File: config.mk
export PLATFORM = sky130hd
export DESIGN_NAME = sorted_priority_queue
export DESIGN_NICKNAME = d
export VERILOG_FILES = /design/src/rtl/spq_pkg.sv /design/src/rtl/sorted_priority_queue.sv /design/src/rtl/spq_cell.sv
export SDC_FILE = /design/constraint.sdc
export NUM_CORES = 2
export LEC_CHECK = 0
export BUFFER_PORTS_ARGS = -buffer_cell sky130_fd_sc_hd__buf_4
export CORE_AREA = 2 2 277 279
export DETAILED_ROUTE_END_ITERATION = 10
export DIE_AREA = 0 0 279 281
export PLACE_DENSITY_LB_ADDON = 0.08
export SLEW_MARGIN = 0
export SYNTH_ARGS = -nofsm -noshare
export SYNTH_HDL_FRONTEND = slang
export SYNTH_SLANG_ARGS = --single-unit
File: constraint.sdc
create_clock -name clk_i -period 15 [get_ports clk_i]
set_clock_uncertainty 0.05 [all_clocks]
set_input_delay 0 -clock clk_i [delete_from_list [all_inputs] [get_ports clk_i]]
set_output_delay 0 -clock clk_i [all_outputs]
set_load 0.02 [all_outputs]
File: src/rtl/spq_pkg.sv
package spq_pkg;

  localparam int unsigned DEPTH_DEF      = 16;
  localparam int unsigned DATA_WIDTH_DEF = 32;
  localparam int unsigned FIELD_WIDTH    = 32;
  localparam int unsigned OCC_WIDTH      = 5;

  localparam logic OP_ENQ = 1'b0;
  localparam logic OP_DEQ = 1'b1;

  typedef enum logic [1:0] {
    STATUS_OK    = 2'd0,
    STATUS_EMPTY = 2'd1,
    STATUS_FULL  = 2'd2
  } status_e;

  typedef struct packed {
    logic                          operation;
    logic signed [FIELD_WIDTH-1:0] value;
  } spq_in_t;

  typedef struct packed {
    logic signed [FIELD_WIDTH-1:0] out_value;
    status_e                       status;
    logic [OCC_WIDTH-1:0]          occupancy;
  } spq_out_t;

  typedef struct packed {
    logic push;
    logic pop;
  } spq_ctl_t;

endpackage

File: src/rtl/sorted_priority_queue.sv
// Sorted min priority queue built as a chain of compare/shift cells.
// The result is registered in the cycle after the input transaction is accepted.
// Throughput: one transaction per cycle while the output is not stalled; every cell compares against the
// broadcast value and shifts to its neighbor in the same cycle.
// Reset clears the entry count and the output valid; cell contents stay
// undefined until written and are never read past the count.
module sorted_priority_queue import spq_pkg::*; #(
  parameter int unsigned DEPTH      = DEPTH_DEF,
  parameter int unsigned DATA_WIDTH = DATA_WIDTH_DEF
) (
  input  logic     clk_i,
  input  logic     rst_ni,
  input  logic     in_valid_i,
  output logic     in_stall_o,
  input  spq_in_t  in_data_i,
  output logic     out_valid_o,
  input  logic     out_stall_i,
  output spq_out_t out_data_o
);

  localparam int unsigned CW = $clog2(DEPTH + 1);

  logic [CW-1:0]         count_q, count_d;
  logic                  out_valid_q;
  spq_out_t              out_data_q, out_data_d;
  logic                  accept, full, empty;
  spq_ctl_t              ctl;
  logic [DATA_WIDTH-1:0] new_val;
  logic [DATA_WIDTH+FIELD_WIDTH-1:0] in_ext;
  logic [DATA_WIDTH+FIELD_WIDTH-1:0] out_ext;
  logic [CW+OCC_WIDTH-1:0]           occ_ext;
  logic [DATA_WIDTH-1:0] cell_val [DEPTH];
  logic                  cell_le  [DEPTH];

  assign in_stall_o = out_valid_q && out_stall_i;
  assign accept     = in_valid_i && !in_stall_o;
  assign full       = count_q == CW'(DEPTH);
  assign empty      = count_q == '0;

  assign ctl.push = accept && (in_data_i.operation == OP_ENQ) && !full;
  assign ctl.pop  = accept && (in_data_i.operation == OP_DEQ) && !empty;

  assign in_ext  = {{DATA_WIDTH{1'b0}}, in_data_i.value};
  assign new_val = in_ext[DATA_WIDTH-1:0];

  for (genvar i = 0; i < DEPTH; i++) begin : g_cell
    logic [DATA_WIDTH-1:0] left_val, right_val;
    logic                  left_le;
    if (i == 0) begin : g_first
      assign left_val = new_val;
      assign left_le  = 1'b1;
    end else begin : g_mid
      assign left_val = cell_val[i-1];
      assign left_le  = cell_le[i-1];
    end
    if (i == DEPTH - 1) begin : g_last
      assign right_val = '0;
    end else begin : g_inner
      assign right_val = cell_val[i+1];
    end
    spq_cell #(
      .DATA_WIDTH(DATA_WIDTH),
      .CNT_WIDTH (CW),
      .IDX       (i)
    ) u_cell (
      .clk_i      (clk_i),
      .ctl_i      (ctl),
      .count_i    (count_q),
      .value_i    (new_val),
      .left_val_i (left_val),
      .left_le_i  (left_le),
      .right_val_i(right_val),
      .val_o      (cell_val[i]),
      .le_o       (cell_le[i])
    );
  end

  always_comb begin
    count_d = count_q;
    if (ctl.push) begin
      count_d = count_q + CW'(1);
    end else if (ctl.pop) begin
      count_d = count_q - CW'(1);
    end
  end

  assign out_ext = {{FIELD_WIDTH{1'b0}}, cell_val[0]};
  assign occ_ext = {{OCC_WIDTH{1'b0}}, count_d};

  always_comb begin
    out_data_d.out_value = '0;
    out_data_d.status    = STATUS_OK;
    out_data_d.occupancy = occ_ext[OCC_WIDTH-1:0];
    if (in_data_i.operation == OP_DEQ) begin
      if (empty) begin
        out_data_d.status = STATUS_EMPTY;
      end else begin
        out_data_d.out_value = out_ext[FIELD_WIDTH-1:0];
      end
    end else if (full) begin
      out_data_d.status = STATUS_FULL;
    end
  end

  always_ff @(posedge clk_i or negedge rst_ni) begin
    if (!rst_ni) begin
      count_q     <= '0;
      out_valid_q <= 1'b0;
    end else begin
      count_q <= count_d;
      if (accept) begin
        out_valid_q <= 1'b1;
      end else if (!out_stall_i) begin
        out_valid_q <= 1'b0;
      end
    end
  end

  always_ff @(posedge clk_i) begin
    if (accept) begin
      out_data_q <= out_data_d;
    end
  end

  assign out_valid_o = out_valid_q;
  assign out_data_o  = out_data_q;

`ifndef SYNTH
  a_count_bound: assert property (@(posedge clk_i) disable iff (!rst_ni)
    count_q <= CW'(DEPTH))
    else $error("entry count above depth");

  a_full_drop: assert property (@(posedge clk_i) disable iff (!rst_ni)
    (accept && (in_data_i.operation == OP_ENQ) && full) |=>
      (out_data_o.status == STATUS_FULL) && $stable(count_q))
    else $error("enqueue into full store not dropped");

  a_pop_count: assert property (@(posedge clk_i) disable iff (!rst_ni)
    ctl.pop |=> count_q == $past(count_q) - CW'(1))
    else $error("dequeue did not decrement count");

  a_stall_cause: assert property (@(posedge clk_i) disable iff (!rst_ni)
    in_stall_o |-> out_valid_o)
    else $error("input stalled with no pending result");

  a_head_sorted: assert property (@(posedge clk_i) disable iff (!rst_ni)
    (count_q >= CW'(2)) |-> ($signed(cell_val[0]) <= $signed(cell_val[1])))
    else $error("head entry out of order");
`endif

endmodule

File: src/rtl/spq_cell.sv
module spq_cell import spq_pkg::*; #(
  parameter int unsigned DATA_WIDTH = DATA_WIDTH_DEF,
  parameter int unsigned CNT_WIDTH  = 5,
  parameter int unsigned IDX        = 0
) (
  input  logic                  clk_i,
  input  spq_ctl_t              ctl_i,
  input  logic [CNT_WIDTH-1:0]  count_i,
  input  logic [DATA_WIDTH-1:0] value_i,
  input  logic [DATA_WIDTH-1:0] left_val_i,
  input  logic                  left_le_i,
  input  logic [DATA_WIDTH-1:0] right_val_i,
  output logic [DATA_WIDTH-1:0] val_o,
  output logic                  le_o
);

  logic [DATA_WIDTH-1:0] val_q, val_d;
  logic                  occupied;

  assign occupied = CNT_WIDTH'(IDX) < count_i;
  assign le_o     = occupied && ($signed(val_q) <= $signed(value_i));
  assign val_o    = val_q;

  // insert point is the first cell that is empty or holds a value > the new value
  always_comb begin
    val_d = val_q;
    if (ctl_i.push) begin
      if (!le_o) begin
        val_d = left_le_i ? value_i : left_val_i;
      end
    end else if (ctl_i.pop) begin
      val_d = right_val_i;
    end
  end

  always_ff @(posedge clk_i) begin
    val_q <= val_d;
  end

endmodule
==> impl_results.md <==
* Outcome: complete, no violations
* Number of distinct library cell variants in the gate-level netlist after synthesis at 63
* Post-layout instance area at 0.0426 mm²
* Core region area at 0.0754 mm²
* Share of synthesized registers carrying an async set or reset at 1.08%
* Number of remaining DRC errors at 0
* DR WL met3 at ~6700 µm
* Number of slew-limit violations in the final report at 0
* Flop2flop setup slack at 9.53 ns
* Number of nets in the synthesized netlist at 4319
* Arr. time, crit path at 5.73 ns
* Origin of the worst min-delay path: out_stall_i
* Routed via count at about 30000
* Clock slew at the register clock pins of the worst setup and hold paths at 0.06 ns
* NumNets Final at 4351
* Number of buffers added on ports at 77
* Top-level port count at about 80
* Timing-limited maximum frequency at 0.183 GHz
* Tightest slew margin relative to the limit at 25.6%
* Detailed-route wire length at roughly 110000 µm
* FF-to-FF path depth at 8
* Setup TNS after final layout at 0 ns
* Depth of the worst hold-timing path at 4
* Die Outline Area at between 0.07 and 0.08 mm²
* Clock sink count at 557
* RR Endpoint: g_cell[11].u_cell.val_o[21]$_DFFE_PP_
* Sequential element share of the synthesized area at a little over two fifths
* Endpoint kind of the worst setup timing path: register
* Power density over cell area at 136 mW/mm²
* Worst hold-check path type: input port to register
* Power share of the sequential group at 39.6%
* Number of design-rule violations left by the first detailed-router iteration at 3209
* Top library cells by usage in the layout, fill and taps aside: sky130_fd_sc_hd__nand2_1 (640), sky130_fd_sc_hd__edfxtp_1 (551), sky130_fd_sc_hd__ha_1 (515)
* Layout area overhead at 9.67%
* Overall routing resource usage at 26.9%
* Syn Std Cell Area at ~0.039 mm²
* Top cell type's share of synthesized area at 42.6%
* Net switching power at 2050 µW
* Maximum root-to-sink buffer count at 3
* Largest fanout of any net on the critical path at 126
* Clock latency of the later-clocked register in the worst-skew pair at 0.62 ns
* Startpoint type of the worst setup path: register
* Hold Slack at around 0.14 ns
* Leakage power total at 0.0191 µW
* Number of instances in the synthesized netlist at 3767
* Top cells by area, synth: sky130_fd_sc_hd__edfxtp_1 (43%), sky130_fd_sc_hd__ha_1 (17%), sky130_fd_sc_hd__mux2i_1 (11%), sky130_fd_sc_hd__nand2_1 (6.2%), sky130_fd_sc_hd__o21ai_0 (5.0%)
* Remaining antenna violation count after routing at 0
* Vias per std cell at 6.21
* Htree depth at 3
* Cell breakdown of the critical path: inv_1 -> ha_1 -> nor4bb_1 -> or3_4 -> buf_4 -> buf_4 -> buf_4 -> o21ai_0
* Part of the cycle the worst path needs at 36.5%
* Core occupancy in the finished layout at a little under three fifths
* Number of max-cap violations at 0
* First-pass GRT wire length at 166000 µm
* Dpl cell area at 0.0402 mm²
* Met2 wire len at 48200 µm
* Clock Tree Root: sky130_fd_sc_hd__clkbuf_16
* Most common cell after layout, fill and taps aside: sky130_fd_sc_hd__nand2_1
* TritonCTS clock tree: done
* Via count of the first global-routing pass at a little under 30000
* Critical path's most frequent cell: sky130_fd_sc_hd__buf_4
* Gr ovfl total at 0
* Time the final worst path needs with I/O delays and setup at around 5.5 ns
* Cell with the largest stage delay on the worst path: sky130_fd_sc_hd__buf_4
* Data required time of the worst path at between 15 and 20 ns
* Initial Util at 51.5%
* Uppermost layer routed: met4
* Path type of the worst setup path: register to register
* Routability Congestion at 0.939
* Switching part of the total power at 35.5%
* Number of flops mapped to enable cells by yosys at 551
* Gate power share at 33.3%
* Fraction of final layout cells sized beyond drive strength 1 at 6.44%
* Number of antenna violations at the first check in global routing at 3
* Mapped Avg Cell Area at 10.3 µm²
* Die Y at 281 µm
* Slowest Stage Delay on Critical Path at 0.96 ns
* Largest voltage drop on the vdd net at 0.0972 mV
* Endpoints failing setup at 0
* Die outline width at 279 µm
* Buffering stage count on the worst path with inverters included at 4
* Detailed Routing Iterations Pass 1 at 7
* Final count of hold timing violations at 0
* Worst reg2reg startpoint: count_q[1]$_DFF_PN0_
* Clock share of power at between 20% and 30%
* Met1 Routed Length at about 49000 µm
* Leading register cell type out of synthesis: sky130_fd_sc_hd__edfxtp_1
* Site row count at 101
* TritonCTS buffer count at 67
* Dominant delay contributor by cell family on the critical path: buffers and inverters
* Synth warn at 0
* Setup repair after global routing missed its margin: false
* Dominant cell type by area after synthesis: sky130_fd_sc_hd__edfxtp_1
* Register bit count reported by yosys at 557
* Pin count of the biggest net entering global routing at around 270
* Internal portion of total power at 3730 µW
* Fillers at 6424
* Worst Max-Slew Pin Slew at between 1 and 1.5 ns
* HPWL after detailed placement at between 80000 and 90000 µm
* Detail-routed net length per standard cell at 22.2 µm
* Buffers inserted during post-CTS setup optimization at 0
* Hold Path Sink: out_valid_o$_DFFE_PN0P_
[area by class of cell]
class,instances,area [µm²],share of cell area [%]
flip-flops and latches,557,16700,39.2
inverters,59,221,0.520
multi-input cells,2945,21000,49.4
repair buffers,169,1370,3.22
well taps,978,1220,2.87
diodes,2,5.00,0.0117
clock inverters,33,265,0.623
clock buffers,86,1790,4.20
[cell usage after synthesis, types with 10 or more instances]
cell type / instances
sky130_fd_sc_hd__a2111oi_0: 14
sky130_fd_sc_hd__a211oi_1: 40
sky130_fd_sc_hd__a21o_1: 41
sky130_fd_sc_hd__a21oi_1: 200
sky130_fd_sc_hd__a221oi_1: 10
sky130_fd_sc_hd__and2_1: 33
sky130_fd_sc_hd__buf_2: 36
sky130_fd_sc_hd__buf_4: 19
sky130_fd_sc_hd__buf_6: 11
sky130_fd_sc_hd__clkbuf_1: 130
sky130_fd_sc_hd__edfxtp_1: 551
sky130_fd_sc_hd__ha_1: 515
sky130_fd_sc_hd__inv_1: 59
sky130_fd_sc_hd__mux2i_1: 434
sky130_fd_sc_hd__nand2_1: 640
sky130_fd_sc_hd__nand3_1: 102
sky130_fd_sc_hd__nand4_1: 125
sky130_fd_sc_hd__nor2_1: 45
sky130_fd_sc_hd__nor2b_1: 21
sky130_fd_sc_hd__nor3_1: 18
sky130_fd_sc_hd__nor4_1: 27
sky130_fd_sc_hd__o211ai_1: 32
sky130_fd_sc_hd__o21ai_0: 388
sky130_fd_sc_hd__o21ai_1: 151
sky130_fd_sc_hd__o221ai_1: 16
sky130_fd_sc_hd__or4b_1: 13
[cell families after synthesis]
family / Yosys count / share of synthesized area, %
flip-flops: 557 / 43.0
XOR/XNOR: 3 / 0.0677
AND/OR/NAND/NOR: 1057 / 12.4
multiplexers: 434 / 11.2
adder cells (fa/ha/maj): 515 / 16.6
buffers and inverters: 265 / 3.08
AO/OA/AOI/OAI: 936 / 13.7
[sequential cells by signal (all words and copies together), names as in the netlist]
register             cells
out_data_o              39
g_cell.u_cell.val_o    512
out_valid_o              1
count_q                  5
[layer usage]
| metal | track usage, % | vias to the layer above |
|---|---|---|
| met1 | 38.1 | 14342 |
| li1 | - | 14368 |
| met4 | 9.15 | 0 |
| met5 | 0 | - |
| met3 | 3.08 | 157 |
| met2 | 42.7 | 1097 |
[repair_timing]
action | CTS | global route
resized for setup | 0 | 0
hold endpoints to repair | 476 | 0
hold buffers | 37 | 0
[worst max path at each step]
stage | from | endpoint | slack (ns) | cells after the start
after floorplan | in_data_i[31] | g_cell[14].u_cell.val_o[0]$_DFFE_PP_ | 10.02 | 11
after global placement | count_q[1]$_DFF_PN0_ | g_cell[14].u_cell.val_o[23]$_DFFE_PP_ | 10.01 | 8
after detailed placement | count_q[1]$_DFF_PN0_ | g_cell[11].u_cell.val_o[21]$_DFFE_PP_ | 9.69 | 8
after CTS | count_q[1]$_DFF_PN0_ | g_cell[11].u_cell.val_o[21]$_DFFE_PP_ | 9.68 | 8
after global routing | count_q[1]$_DFF_PN0_ | g_cell[12].u_cell.val_o[20]$_DFFE_PP_ | 9.13 | 8
final | count_q[1]$_DFF_PN0_ | g_cell[11].u_cell.val_o[21]$_DFFE_PP_ | 9.53 | 8
[worst reg2reg max path, stage by stage (launching register included)]
cell                       delay, ns
sky130_fd_sc_hd__dfrtp_1        0.49
sky130_fd_sc_hd__inv_1          0.16
sky130_fd_sc_hd__ha_1           0.26
sky130_fd_sc_hd__nor4bb_1       0.58
sky130_fd_sc_hd__or3_4          0.65
sky130_fd_sc_hd__buf_4          0.97
sky130_fd_sc_hd__buf_4          0.73
sky130_fd_sc_hd__buf_4          0.97
sky130_fd_sc_hd__o21ai_0        0.32
[power by group through the flow]
stage | Sequential [µW] | Clock (µW) | Combinational, µW
3_3_place_gp | 2300 | 0 | 1840
2_1_floorplan | 2240 | 0 | 1440
4_1_cts | 2280 | 1600 | 1920
6_report | 2290 | 1570 | 1930
3_5_place_dp | 2310 | 0 | 1900
5_1_grt | 2320 | 1660 | 2120
[metrics by stage]
stage	std cells	worst slack, ns	total power, µW
finish	4829	9.53	5790
detailed placement	4671	9.69	4210
global placement	4671	10.01	4140
global route	4829	9.13	6100
CTS	4827	9.68	5800
floorplan	3767	10.02	3680
(Power assumes the default switching activity.)
